**src/sv/ggba_pkg.sv**
```systemverilog
// ----------------------------------------------------------------------------
// ggba_pkg
// Shared constants, command/status types and divider sizing for the geo grid
// bin accumulator.
// ----------------------------------------------------------------------------
package ggba_pkg;

    // Grid geometry in 1/64 degree units
    localparam logic signed [15:0] LAT_HALF   = 16'sd5760;
    localparam logic signed [15:0] LAT_SPAN_S = 16'sd11520;
    localparam logic signed [17:0] LON_SPAN_S = 18'sd23040;

    // Spans are 45 * 2^8 and 45 * 2^9: shift out the power of two, then
    // divide by 45 as (y * RECIP_45) >> RECIP_SH, exact for y below 74898
    localparam logic [14:0] RECIP_45 = 15'd11651;
    localparam int          RECIP_SH = 19;

    localparam logic [15:0] HIT_MAX = 16'hFFFF;

    // Average divider: 32-bit dividend, 17-bit divisor, 15 quotient bits
    localparam int DIV_NW = 32;
    localparam int DIV_DW = 17;
    localparam int DIV_QW = 15;

    typedef enum logic [2:0] {
        MS_ROW,
        MS_COL,
        MS_IDX,
        MS_LIM,
        MS_AVG
    } t_mul_sel;

    typedef enum logic [1:0] {
        RS_ADD_OOR,
        RS_RD_OOR,
        RS_BIN,
        RS_UPD
    } t_res_sel;

    typedef struct packed {
        logic     load;
        logic     clr_step;
        logic     mul_go;
        t_mul_sel mul_sel;
        logic     div_go;
        logic     cap_row;
        logic     cap_col;
        logic     idx_add;
        logic     ram_rd;
        logic     cap_bin;
        logic     sum_go;
        logic     upd;
        logic     res_load;
        t_res_sel res_sel;
    } t_cmd;

    typedef struct packed {
        logic clr_last;
        logic is_read;
        logic add_oor;
        logic rd_oor;
        logic is_cap;
        logic div_done;
    } t_status;

endpackage

```
**src/sv/ggba_ctrl.sv**
```systemverilog
// ----------------------------------------------------------------------------
// ggba_ctrl
// Controller: sequences store clear, bin lookup, the averaging divider pass
// and the read-modify-write of one bin; owns the output valid.
// ----------------------------------------------------------------------------
module ggba_ctrl
    import ggba_pkg::*;
(
    input  logic    i_clk,
    input  logic    i_rst_n,
    input  logic    i_s_valid,
    input  logic    i_m_ready,
    input  t_status i_status,
    output logic    o_s_ready,
    output logic    o_m_valid,
    output t_cmd    o_cmd
);

    typedef enum logic [4:0] {
        ST_CLEAR,
        ST_IDLE,
        ST_CHECK,
        ST_LIM_MUL,
        ST_LIM_CMP,
        ST_ROW_MUL,
        ST_ROW_REC,
        ST_COL_MUL,
        ST_COL_REC,
        ST_IDX_MUL,
        ST_IDX_ADD,
        ST_RD,
        ST_RD_DATA,
        ST_AVG_MUL,
        ST_AVG_SUM,
        ST_AVG_DS,
        ST_AVG_DW,
        ST_UPDATE,
        ST_RESULT
    } t_state;

    t_state   r_state;
    t_state   n_state;
    t_res_sel r_res_sel;
    t_res_sel n_res_sel;
    logic     r_m_valid;
    logic     out_free;

    assign out_free = !r_m_valid || i_m_ready;

    always_comb begin
        o_cmd     = '0;
        n_state   = r_state;
        n_res_sel = r_res_sel;
        o_cmd.res_sel = r_res_sel;
        unique case (r_state)
            ST_CLEAR: begin
                o_cmd.clr_step = 1'b1;
                if (i_status.clr_last) n_state = ST_IDLE;
            end
            ST_IDLE: begin
                if (i_s_valid) begin
                    o_cmd.load = 1'b1;
                    n_state    = ST_CHECK;
                end
            end
            ST_CHECK: begin
                if (i_status.is_read) begin
                    n_state = ST_LIM_MUL;
                end else if (i_status.add_oor) begin
                    n_res_sel = RS_ADD_OOR;
                    n_state   = ST_RESULT;
                end else begin
                    n_state = ST_ROW_MUL;
                end
            end
            ST_LIM_MUL: begin
                o_cmd.mul_go  = 1'b1;
                o_cmd.mul_sel = MS_LIM;
                n_state       = ST_LIM_CMP;
            end
            ST_LIM_CMP: begin
                if (i_status.rd_oor) begin
                    n_res_sel = RS_RD_OOR;
                    n_state   = ST_RESULT;
                end else begin
                    n_state = ST_RD;
                end
            end
            ST_ROW_MUL: begin
                o_cmd.mul_go  = 1'b1;
                o_cmd.mul_sel = MS_ROW;
                n_state       = ST_ROW_REC;
            end
            ST_ROW_REC: begin
                o_cmd.cap_row = 1'b1;
                n_state       = ST_COL_MUL;
            end
            ST_COL_MUL: begin
                o_cmd.mul_go  = 1'b1;
                o_cmd.mul_sel = MS_COL;
                n_state       = ST_COL_REC;
            end
            ST_COL_REC: begin
                o_cmd.cap_col = 1'b1;
                n_state       = ST_IDX_MUL;
            end
            ST_IDX_MUL: begin
                o_cmd.mul_go  = 1'b1;
                o_cmd.mul_sel = MS_IDX;
                n_state       = ST_IDX_ADD;
            end
            ST_IDX_ADD: begin
                o_cmd.idx_add = 1'b1;
                n_state       = ST_RD;
            end
            ST_RD: begin
                o_cmd.ram_rd = 1'b1;
                n_state      = ST_RD_DATA;
            end
            ST_RD_DATA: begin
                o_cmd.cap_bin = 1'b1;
                if (i_status.is_read) begin
                    n_res_sel = RS_BIN;
                    n_state   = ST_RESULT;
                end else if (i_status.is_cap) begin
                    n_state = ST_UPDATE;
                end else begin
                    n_state = ST_AVG_MUL;
                end
            end
            ST_AVG_MUL: begin
                o_cmd.mul_go  = 1'b1;
                o_cmd.mul_sel = MS_AVG;
                n_state       = ST_AVG_SUM;
            end
            ST_AVG_SUM: begin
                o_cmd.sum_go = 1'b1;
                n_state      = ST_AVG_DS;
            end
            ST_AVG_DS: begin
                o_cmd.div_go = 1'b1;
                n_state      = ST_AVG_DW;
            end
            ST_AVG_DW: begin
                if (i_status.div_done) n_state = ST_UPDATE;
            end
            ST_UPDATE: begin
                // hold until the result register is free, then commit both
                if (out_free) begin
                    o_cmd.upd      = 1'b1;
                    o_cmd.res_load = 1'b1;
                    o_cmd.res_sel  = RS_UPD;
                    n_state        = ST_IDLE;
                end
            end
            ST_RESULT: begin
                if (out_free) begin
                    o_cmd.res_load = 1'b1;
                    n_state        = ST_IDLE;
                end
            end
            default: n_state = ST_IDLE;
        endcase
    end

    always_ff @(posedge i_clk) begin
        if (!i_rst_n) begin
            r_state   <= ST_CLEAR;
            r_res_sel <= RS_ADD_OOR;
            r_m_valid <= 1'b0;
        end else begin
            r_state   <= n_state;
            r_res_sel <= n_res_sel;
            if (o_cmd.res_load) begin
                r_m_valid <= 1'b1;
            end else if (i_m_ready) begin
                r_m_valid <= 1'b0;
            end
        end
    end

    assign o_s_ready = r_state == ST_IDLE;
    assign o_m_valid = r_m_valid;

endmodule

```
**config.mk**
```make
export PLATFORM = sky130hd
export DESIGN_NAME = ggba_ctrl
export DESIGN_NICKNAME = d
export VERILOG_FILES = /design/src/sv/ggba_pkg.sv /design/src/sv/ggba_ctrl.sv
export SDC_FILE = /design/constraint.sdc
export NUM_CORES = 1
export LEC_CHECK = 0
export BUFFER_PORTS_ARGS = -buffer_cell sky130_fd_sc_hd__buf_2
export CORE_UTILIZATION = 40
export CTS_BUF_LIST = sky130_fd_sc_hd__clkbuf_8
export CTS_CLUSTER_SIZE = 14
export DETAILED_ROUTE_END_ITERATION = 10
export GPL_TIMING_DRIVEN = 0
export PLACE_DENSITY = 0.63
export SETUP_SLACK_MARGIN = 0.3
export SYNTH_ARGS = -nofsm -noshare
export SYNTH_HDL_FRONTEND = slang
export SYNTH_SLANG_ARGS = --single-unit
```
**constraint.sdc**
```tcl
create_clock -name i_clk -period 1.6 [get_ports i_clk]
set_input_delay 0.08 -clock i_clk [delete_from_list [all_inputs] [get_ports i_clk]]
set_output_delay 0.08 -clock i_clk [all_outputs]
set_load 0.005 [all_outputs]
```
After elaboration in Yosys (flattened, before gate mapping):

Cells that the tools add are included.

* flip-flop bits (word level): 8
* word-level logic and storage cells: 70

* equal/unequal tests: 26
* muxes and demuxes: 33
* reduce and logical (&&, ||, !) cells: 8

Operators by type and width (number)
* $pmux 5 s18: 1
* $mux 5: 9
* $eq 5x4->1 const B: 8
* $eq 5x3->1 const B: 4
* $pmux 4 s5: 1
* $eq 5x5->1 const B: 3
* $mux 1: 14
* $ne 2x2->1 const B: 7
* $eq 5x2->1 const B: 2
* $mux 2: 5
* $pmux 2 s3: 1
* $eq 5x1->1 const B: 1
* $logic_not 5->1: 1
* $reduce_and 5->1: 1
* $mux 4: 1
* $reduce_and 4->1: 1
* $reduce_bool 3->1: 1
* $ne 2x1->1 const B: 1
* $pmux 1 s2: 1
* $reduce_bool 2->1: 1
* $reduce_or 2->1: 1
* $logic_not 1->1: 1
* $logic_or 1x1->1: 1

Longest topological paths before layout:

Gate-level depths: netlist of the first run.

* word-level depth: 5
* depth in mapped cells: 7

Worst setup path before layout of the first run:

OpenSTA, ideal clock, no wires.

* path kind: flip-flop to flip-flop
* start: register r_state[4]
* end: register r_state[0]
* setup time: 0.088 ns
* arrival time: 1.355 ns
* required time: 1.512 ns
* setup slack: 0.157 ns
* cell stages (with the launch flop): 5
* buffers on the path: 1
* period minus slack after synthesis: 1.443 ns
* path through: dfxtp_1 -> buf_6 -> or3b_4 -> o32a_1 -> a311oi_2

* cells in the longest elaborated chain, start to end: 4
* elaborated cells on any way between the ends: 26
* those cells by class: eq/ne (22); mux (1); reduce/logical (3)

Ends and longest elaborated chain
* start, declared: line ggba_ctrl.sv:41 `t_state r_state;`
* start signal, assigned: line ggba_ctrl.sv:172 `r_state <= n_state;`
* $eq 5x5->1: line ggba_ctrl.sv:55 `unique case (r_state)`
* $reduce_or 2->1 (no source line)
* $ne 2x1->1 (no source line)
* $reduce_and 4->1 (no source line)

Several ways; a longest one is shown, not always the timed one.
A chain may end at the register's enable or synchronous reset.

Worst setup path after layout of the first run:

* start: register r_state[1]
* end: register r_state[2]

The elaborated chain is that of the path after synthesis.

==> out/metrics.yaml, run 1 <==
wl_met2_mm: 1.630
required_ps: 1770
max_freq_ghz: 0.6492
ys_seq_area_share_pct: 19.39
finalCriticalPeriod_ps: 1540
p_leak_nw: 0.6599
mostFrequentLayoutCell: "buf_2"
ios: 29
status: "finished, final reports clean"
fin_crit_sh_pct: 96.27
layout_common_cells: "buf_2 (28), buf_4 (16), nand2_1 (8), nor2_1 (8), a21oi_1 (8)"
ys_ff_latch: 8
synth_top_family_by_area: "simple AND/OR/NAND/NOR gates"
die_w_um: 47.44
htreeDepth: 1
fin_area_mm2: 0.001455
worstSetupPathType: "flip-flop to flip-flop"
fillers: 150
grt_max_degree: 11
postSynthCellCount: 123
overflow: 0
critPathMaxFanout: 7
ir_drop_v: 0.0009043
met1Wirelength_mm: 1.445
slew_viol_final: 0
cts_tree: "built"
routed_via_density: 5.709
total_power_mw: 2.058
synthMuxAreaShare_pct: 0
worst_slack_ps: 59.71
clock_latency_ps: 230
rows: 16
dieArea_mm2: 0.002250
maxCapViolCount: 0
highest-signal-layer: "met4"
antenna_cells: 0
worst_pin_slew_ps: 312.8
core_mm2: 0.001942
vias: 1136
io_buffer_count: 28
synthSimpleGateAreaFrac_pct: 43.03
drive_gt1_share_pct: 55.23
drt-total-wl_mm: 3.330
dpl_worst_slack_ps: -50.26
end_kind: "flip-flop"
yosysWarnings: 0
antenna_found_initial: 0
initialDrtViolationCount: 46
final_antenna_net_count: 0
synth-xor-area-share_pct: 2.121
dr.pass1.iters: 4
skew_ps: 4.093
syn_area_per_cell_um2: 6.714
max_slew_margin_pct: 78.97
die_height_um: 47.44
startpoint_type: "flip-flop"
grt_usage_pct: 27.40
drc: 0
dp_hpwl_mm: 1.908
synth.net_count: 133
syn_to_final_growth_pct: 76.21
initial_core_util_pct: 42.53
powerDensity_mw_per_mm2: 1414
ys_types: 40
arrival_ps: 1710
synthAdderAreaFrac_pct: 0
cts_buffers: 3
clk_pin_slew_ps: 40
syn_area_um2: 825.8
rsz0062_at_grt: "yes"
cts.path.max_buffers: 2
hold_viol_final: 0
clock_sinks: 8
ys.flop_type: "dfxtp_1"
synth-edff-count: 0
dr_wl_met3_um: 189
postPlaceCellArea_mm2: 0.001017
grt_pass1_wl_mm: 4.305
hold_path_class: "input port to flip-flop"
gp_congestion: 0.8990
setup_viol: 0
grt_pass1_vias: 940
ctsRootBufferMaster: "clkbuf_8"
num-nets-final: 184
synth_compound_area_share_pct: 25.61
routedWlPerCell_um: 16.73
async_flop_share_pct: 0
holdBufCountCts: 0
[state kept, by name, indices dropped and copies added (netlist names)]
signal     flops
o_m_valid      1
r_res_sel      2
r_state        5
[worst paths after layout]
path	startpoint	end	slack [ps]	depth (start not counted)
min	i_rst_n	r_state[2]$_SDFFE_PN0P_	150	2
min reg2reg	r_res_sel[1]$_SDFFE_PN0P_	r_res_sel[1]$_SDFFE_PN0P_	480	2
max	r_state[1]$_SDFFE_PN0P_	r_state[2]$_SDFFE_PN0P_	60	5
max reg2reg	r_state[1]$_SDFFE_PN0P_	r_state[2]$_SDFFE_PN0P_	60	5
[through the flow]
| step | instances | hold WS [ps] | TNS, ps | util [%] |
|---|---|---|---|---|
| floorplan | 123 | 197.5 | 0 | - |
| global placement | 178 | 375.4 | -9.585 | 52.38 |
| detailed placement | 178 | 376.4 | -50.26 | 52.38 |
| CTS | 191 | 140.6 | 0 | 65.53 |
| global route | 199 | 157.2 | 0 | 74.94 |
| finish | 199 | 152.8 | 0 | 74.94 |
[cells by family after synthesis]
logic type / Yosys count
buf+inv: 16
compound gates: 30
simple gates: 67
flops: 8
xor+xnor: 2
[routing by layer]
metal  GRT usage (%)  up-vias
met5               0        -
met4           11.43        0
met3           4.151        8
met2           46.85       58
met1           34.17      528
li1                -      542
[final cells by class]
cell class | instances | area, um^2 | area share, %
Multi-Input combinational cell | 99 | 759.5 | 52.19
Timing Repair Buffer | 46 | 295.3 | 20.29
Sequential cell | 8 | 166.4 | 11.44
Buffer | 11 | 140.1 | 9.630
Clock buffer | 3 | 41.29 | 2.837
Tap cell | 27 | 33.78 | 2.322
Inverter | 5 | 18.77 | 1.290
[worst max-delay path: stages, from the launching register on]
cell     delay [ps]
dfxtp_2         320
buf_6           130
or3b_4          410
or3_4           340
a21oi_2         170
o21a_1          120
[synth_stat cells (all sizes together), types with 2 or more instances]
cell type,instances,area [um^2]
nor2,12,45.04
o21ai,3,15.01
clkbuf,3,11.26
nand2,11,41.29
nand2b,6,37.54
a21oi,11,55.05
nor2b,5,31.28
inv,5,18.77
dfxtp,8,160.2
and3,3,18.77
nand4,5,31.28
or3,4,25.02
nor3,11,55.05
nand3,4,20.02
o21a,2,15.01
buf,8,51.29
[what timing repair did]
| action | in CTS | in global routing |
|---|---|---|
| endpoints found under the setup margin | 25 | 25 |
| setup buffers | 10 | 8 |
| pin swaps | 12 | 12 |
| hold endpoints to repair | 0 | 0 |
| resized for setup | 38 | 24 |
[power by group]
group          internal, mW  total [mW]  switching (mW)  leakage (nW)
Sequential            0.242       0.268          0.0260        0.0664
Combinational         0.822        1.55           0.726         0.572
Clock                 0.163       0.242          0.0785        0.0216
(Power assumes the default switching activity.)
==> run 2: changes to the inputs <==
--- a/config.mk
+++ b/config.mk
@@ -5,13 +5,13 @@
 export SDC_FILE = /design/constraint.sdc
 export NUM_CORES = 1
 export LEC_CHECK = 0
-export BUFFER_PORTS_ARGS = -buffer_cell sky130_fd_sc_hd__buf_2
 export CORE_UTILIZATION = 40
 export CTS_BUF_LIST = sky130_fd_sc_hd__clkbuf_8
 export CTS_CLUSTER_SIZE = 14
 export DETAILED_ROUTE_END_ITERATION = 10
+export DONT_BUFFER_PORTS = 1
 export GPL_TIMING_DRIVEN = 0
-export PLACE_DENSITY = 0.63
+export PLACE_DENSITY = 0.51
 export SETUP_SLACK_MARGIN = 0.3
 export SYNTH_ARGS = -nofsm -noshare
 export SYNTH_HDL_FRONTEND = slang
==> out/metrics.yaml, run 2 (synthesis results as in run 1) <==
drive_gt1_share_pct: 51.08  # -4.2 points
mostFrequentLayoutCell: "buf_4"
min_delay_path_depth: 2  # unchanged
maxCapViolCount: 0  # unchanged
gp_congestion: 0.8646  # -3.8%
reg2reg_to: "r_state[2]$_SDFFE_PN0P_"
slowest_delay_ps: 410  # about the same
clock_latency_ps: 240  # about the same
worst_pin_slew_ps: 322.7  # +9.893 ps
htreeDepth: 1  # unchanged
power_frac_comb_pct: 72.8  # -2.4 points
die_w_um: 47.44  # unchanged
cts_buffers: 3  # unchanged
routedWlPerCell_um: 17.96  # +7.3%
max_freq_ghz: 0.6509  # +0.26%
rows: 16  # unchanged
num-nets-final: 151  # -18%
status: "finished, final reports clean"
setup_viol: 0  # unchanged
cts.path.max_buffers: 2  # unchanged
layout_common_cells: "buf_4 (13), nand2_1 (7), a21oi_1 (7)"
hold_end: "r_state[1]$_SDFFE_PN0P_"
reg2reg_slack_ps: 60  # about the same
skew_ps: 10.33  # +6.238 ps
clk_pin_slew_ps: 40  # about the same
postPlaceCellArea_um2: 877.1  # -14%
antenna_found_initial: 0  # unchanged
max_slew_margin_pct: 78.44  # -0.53 points
initial_core_util_pct: 42.53  # unchanged
p_clk_share_pct: 13.5  # +1.8 points
end_kind: "flip-flop"
dp_hpwl_mm: 1.868  # -2.1%
arrival_ps: 1710  # about the same
initialDrtViolationCount: 47  # +2.2%
overflow: 0  # unchanged
io_buffer_count: 0  # -100%
core_mm2: 0.001942  # unchanged
finalHoldWorstSlack_ps: 16.48  # -136.3 ps
routed_via_density: 6.265  # +9.7%
rsz0062_at_grt: "yes"
worstSetupPathType: "flip-flop to flip-flop"
p_switching_mw: 0.8224  # -1.0%
layout.cells.non_filler: 166  # -17%
ir_drop_v: 0.0008585  # -5.1%
finalCriticalPeriod_ps: 1536  # -4.048 ps
hold_path.startpoint: "i_rst_n"
hold_path_class: "input port to flip-flop"
grt_pass1_vias: 842  # -10%
dr.pass1.iters: 4  # unchanged
die_height_um: 47.44  # unchanged
antenna_cells: 0  # unchanged
powerDensity_mw_per_mm2: 1409  # -0.37%
fin_area_mm2: 0.001360  # -6.5%
grt_max_degree: 11  # unchanged
cts_tree: "built"
fin_crit_sh_pct: 96.01  # -0.25 points
sw_frac_of_total_pct: 42.92  # +2.5 points
p_leak_nw: 0.4918  # -25%
ff2ff_path_depth: 5  # unchanged
required_ps: 1780  # about the same
worst-path-stages: 5  # unchanged
ctsRootBufferMaster: "clkbuf_8"
p_int_mw: 1.094  # -11%
dieArea_mm2: 0.002250  # unchanged
drc: 0  # unchanged
startpoint_type: "flip-flop"
crit_slowest_cell: "or3b_4"
hold_viol_final: 0  # unchanged
drt-total-wl_mm: 2.981  # -10%
cp.buffers_inverters: 1  # unchanged
crit_family: "simple AND/OR/NAND/NOR gates"
top_register: "r_state"
ios: 29  # unchanged
critPathMaxFanout: 6  # -1
slew_viol_final: 0  # unchanged
clock_sinks: 8  # unchanged
worst_slack_ps: 63.76  # +4.048 ps
final_antenna_net_count: 0  # unchanged
dpl_worst_slack_ps: -7.432  # +42.83 ps
grt_pass1_wl_mm: 3.877  # -9.9%
syn_to_final_growth_pct: 64.70
dp_cells: 150  # -16%
r2r_start: "r_state[1]$_SDFFE_PN0P_"
p_seq_share_pct: 13.7  # +0.7 points
grt_usage_pct: 25.31  # -2.1 points
vias: 1040  # -8.5%
path_cells: "buf_6, or3b_4, or3_4, a21oi_4, o21a_1"
largest_reg_flops: 5  # unchanged
[run 2: how the worst max path moves through the flow]
stage          slack [ps]                      end                    start
4_1_cts                90  r_state[2]$_SDFFE_PN0P_  r_state[4]$_SDFFE_PN0P_
3_3_place_gp          -20  r_state[0]$_SDFFE_PN0P_  r_state[2]$_SDFFE_PN0P_
3_5_place_dp           -7  r_state[0]$_SDFFE_PN0P_  r_state[2]$_SDFFE_PN0P_
6_report               60  r_state[2]$_SDFFE_PN0P_  r_state[1]$_SDFFE_PN0P_
2_1_floorplan         210  r_state[2]$_SDFFE_PN0P_  r_state[4]$_SDFFE_PN0P_
5_1_grt                30  r_state[0]$_SDFFE_PN0P_  r_state[1]$_SDFFE_PN0P_
[run 2: routing by layer]
| metal | track usage, % | part of all wire, % |
|---|---|---|
| met1 | 30.07 | 40 |
| met5 | 0 | 0 |
| met2 | 42.74 | 49 |
| met3 | 7.925 | 9.4 |
| met4 | 9.143 | 2.1 |
[run 2: final cells by class]
cell class / instances / area, um^2
Timing Repair Buffer: 13 / 111.4
Buffer: 11 / 142.6
Multi-Input combinational cell: 99 / 844.6
Tap cell: 27 / 33.78
Clock buffer: 3 / 41.29
Sequential cell: 8 / 165.2
Fill cell: 156 / 581.8
Inverter: 5 / 21.27
[run 2: worst register-to-register path: stages, from the launching register on]
cell     delay, ps
dfxtp_2        310
buf_6          120
or3b_4         410
or3_4          350
a21oi_4        160
o21a_1         130
[run 2: stage by stage]
step	power, mW	setup TNS (ps)	utilization [%]
finish	1.916	0	70.04
global route	2.003	0	70.04
CTS	1.535	0	58.05
detailed placement	1.028	-7.432	45.17
global placement	1.028	-18.41	45.17
floorplan	0.8817	0	-
[run 2: power groups by stage]
stage	Sequential, mW	Combinational (mW)	Clock [mW]
5_1_grt	0.265	1.47	0.271
3_3_place_gp	0.257	0.771	0
2_1_floorplan	0.255	0.626	0
6_report	0.263	1.39	0.258
4_1_cts	0.255	1.02	0.259
3_5_place_dp	0.258	0.770	0
[run 2: timing repair]
action | CTS | global route
setup buffers | 4 | 7
pin swaps | 8 | 11
hold buffers | 1 | 0
endpoints found under the hold margin | 2 | 0
resized for setup | 40 | 42
gates cloned | 0 | 1
setup endpoints to repair | 20 | 24
==> run 3: changes to the inputs <==
--- a/config.mk
+++ b/config.mk
@@ -12,6 +12,7 @@
 export DONT_BUFFER_PORTS = 1
 export GPL_TIMING_DRIVEN = 0
 export PLACE_DENSITY = 0.51
+export RECOVER_POWER = 50
 export SETUP_SLACK_MARGIN = 0.3
 export SYNTH_ARGS = -nofsm -noshare
 export SYNTH_HDL_FRONTEND = slang
==> out/metrics.yaml, run 3 (synthesis results as in run 1) <==
status: "finished, final reports clean"
die_height_um: 47.44  # unchanged
required_ps: 1760  # -20 ps
timing.critical_path.from: "r_state[1]$_SDFFE_PN0P_"
clock_latency_ps: 240  # about the same
dr.pass1.iters: 4  # unchanged
gp_congestion: 0.8646  # unchanged
cp.buffers_inverters: 2  # +1
antenna_cells: 0  # unchanged
core_mm2: 0.001942  # unchanged
clk_pin_slew_ps: 40  # about the same
arrival_ps: 1710  # about the same
max_slew_margin_pct: 75.78  # -2.7 points
worst-path-stages: 6  # +1
worst_slack_ps: 41.89  # -21.87 ps
io_buffer_count: 0  # unchanged
hold_viol_final: 0  # unchanged
overflow: 0  # unchanged
syn_to_final_growth_pct: 60.00
num-nets-final: 151  # unchanged
fin_crit_sh_pct: 97.38  # +1.4 points
rsz0062_at_grt: "yes"
reg2reg_slack_ps: 40  # -20 ps
dpl_worst_slack_ps: -7.432  # unchanged
startpoint_type: "flip-flop"
cts_tree: "built"
setup_tns_ps: 0  # unchanged
htreeDepth: 1  # unchanged
ir_drop_v: 0.0008377  # -2.4%
layout_common_cells: "buf_4 (12), nand2_1 (8), nor2_1 (7), a21oi_1 (7), nand2b_1 (6)"
ff2ff_path_depth: 6  # +1
grt_pass1_vias: 842  # unchanged
fillers: 162  # +3.8%
hold_path.startpoint: "i_rst_n"
die_w_um: 47.44  # unchanged
dp_cells: 150  # unchanged
cts_buffers: 3  # unchanged
max_freq_ghz: 0.6418  # -1.4%
drt-total-wl_mm: 2.990  # +0.30%
routed_via_density: 6.289  # +0.38%
skew_ps: 12.42  # +2.093 ps
worstSetupPathType: "flip-flop to flip-flop"
grt_usage_pct: 25.31  # unchanged
hold_end: "r_state[1]$_SDFFE_PN0P_"
antenna_found_initial: 0  # unchanged
crit_family: "simple AND/OR/NAND/NOR gates"
routedWlPerCell_um: 18.01  # +0.30%
maxCapViolCount: 0  # unchanged
p_leak_nw: 0.4877  # -0.82%
crit_slowest_cell: "dfxtp_2"
rows: 16  # unchanged
largest_reg_flops: 5  # unchanged
drive_gt1_share_pct: 47.48  # -3.6 points
initial_core_util_pct: 42.53  # unchanged
top_register: "r_state"
hold_path_class: "input port to flip-flop"
cts.path.max_buffers: 2  # unchanged
clock_sinks: 8  # unchanged
final_antenna_net_count: 0  # unchanged
end_kind: "flip-flop"
ctsRootBufferMaster: "clkbuf_8"
mostFrequentLayoutCell: "buf_4"
critPathMaxFanout: 10  # +4
ios: 29  # unchanged
min_delay_path_depth: 2  # unchanged
initialDrtViolationCount: 49  # +4.3%
slew_viol_final: 0  # unchanged
grt_max_degree: 11  # unchanged
finalCriticalPeriod_ps: 1558  # +21.87 ps
slowest_delay_ps: 310  # -100 ps
powerDensity_mw_per_mm2: 1392  # -1.2%
setup_viol: 0  # unchanged
layout.cells.non_filler: 166  # unchanged
worst_pin_slew_ps: 362.5  # +39.81 ps
vias: 1044  # +0.38%
dieArea_mm2: 0.002250  # unchanged
grt_pass1_wl_mm: 3.877  # unchanged
path_cells: "buf_6, clkbuf_2, nor3_1, nand3_2, o221a_4, a21oi_2"
dp_hpwl_mm: 1.868  # unchanged
reg2reg_to: "r_state[4]$_SDFFE_PN0P_"
drc: 0  # unchanged
r2r_start: "r_state[1]$_SDFFE_PN0P_"
-- run 3: cell types whose count changed in the layout (fill, tap and decap cells not counted) --
cell,previous run,this run
nor2_2,4,2
clkbuf_2,0,1
nor3_4,6,4
nor2_1,5,7
nor3_1,2,4
buf_4,13,12
o21ai_1,1,0
nand2_1,7,8
nor3b_2,0,1
nand2_2,3,2
o21ai_0,2,3
nor3b_4,1,0
-- run 3: per-layer routing --
metal / vias to the layer above / part of all wire, % / global-route usage [%]
met2: 71 / 49 / 42.74
met4: 0 / 2.3 / 9.143
met3: 14 / 9.9 / 7.925
li1: 476 / - / -
met1: 483 / 39 / 30.07
met5: - / 0 / 0
-- run 3: how the worst max path moves through the flow --
stage / end / slack (ps)
after floorplan: r_state[2]$_SDFFE_PN0P_ / 210
after global placement: r_state[0]$_SDFFE_PN0P_ / -20
after detailed placement: r_state[0]$_SDFFE_PN0P_ / -7
after CTS: r_state[2]$_SDFFE_PN0P_ / 90
after global routing: r_state[4]$_SDFFE_PN0P_ / 20
final: r_state[4]$_SDFFE_PN0P_ / 40
-- run 3: cell type report --
class	instances	area, um^2	area share [%]
well taps	27	33.78	2.557
clock buffers	3	41.29	3.125
inverters	5	21.27	1.610
repair buffers	13	111.4	8.428
flip-flops and latches	8	165.2	12.50
plain buffers	11	140.1	10.61
multi-input cells	99	808.3	61.17
-- run 3: through the flow --
| step | hold WS (ps) | util [%] | total power, mW | instance area, um^2 |
|---|---|---|---|---|
| after floorplan | 197.5 | - | 0.8817 | 843.3 |
| after detailed placement | 203.0 | 45.17 | 1.028 | 877.1 |
| after CTS | 38.65 | 58.05 | 1.535 | 1127 |
| after global placement | 204.4 | 45.17 | 1.028 | 877.1 |
| final | 36.91 | 68.04 | 1.839 | 1321 |
| after global routing | 52.71 | 68.04 | 1.925 | 1321 |
-- run 3: power breakdown --
group	internal [mW]	switching, mW	total (mW)
Combinational	0.654	0.662	1.32
Sequential	0.237	0.0264	0.263
Clock	0.164	0.0954	0.260
-- run 3: what timing repair did --
action | CTS | global route
pin swaps | 8 | 11
hold buffers | 1 | 0
gates cloned | 0 | 1
endpoints found under the hold margin | 2 | 0
resized for setup | 40 | 42
setup buffers | 4 | 7
setup endpoints to repair | 20 | 24
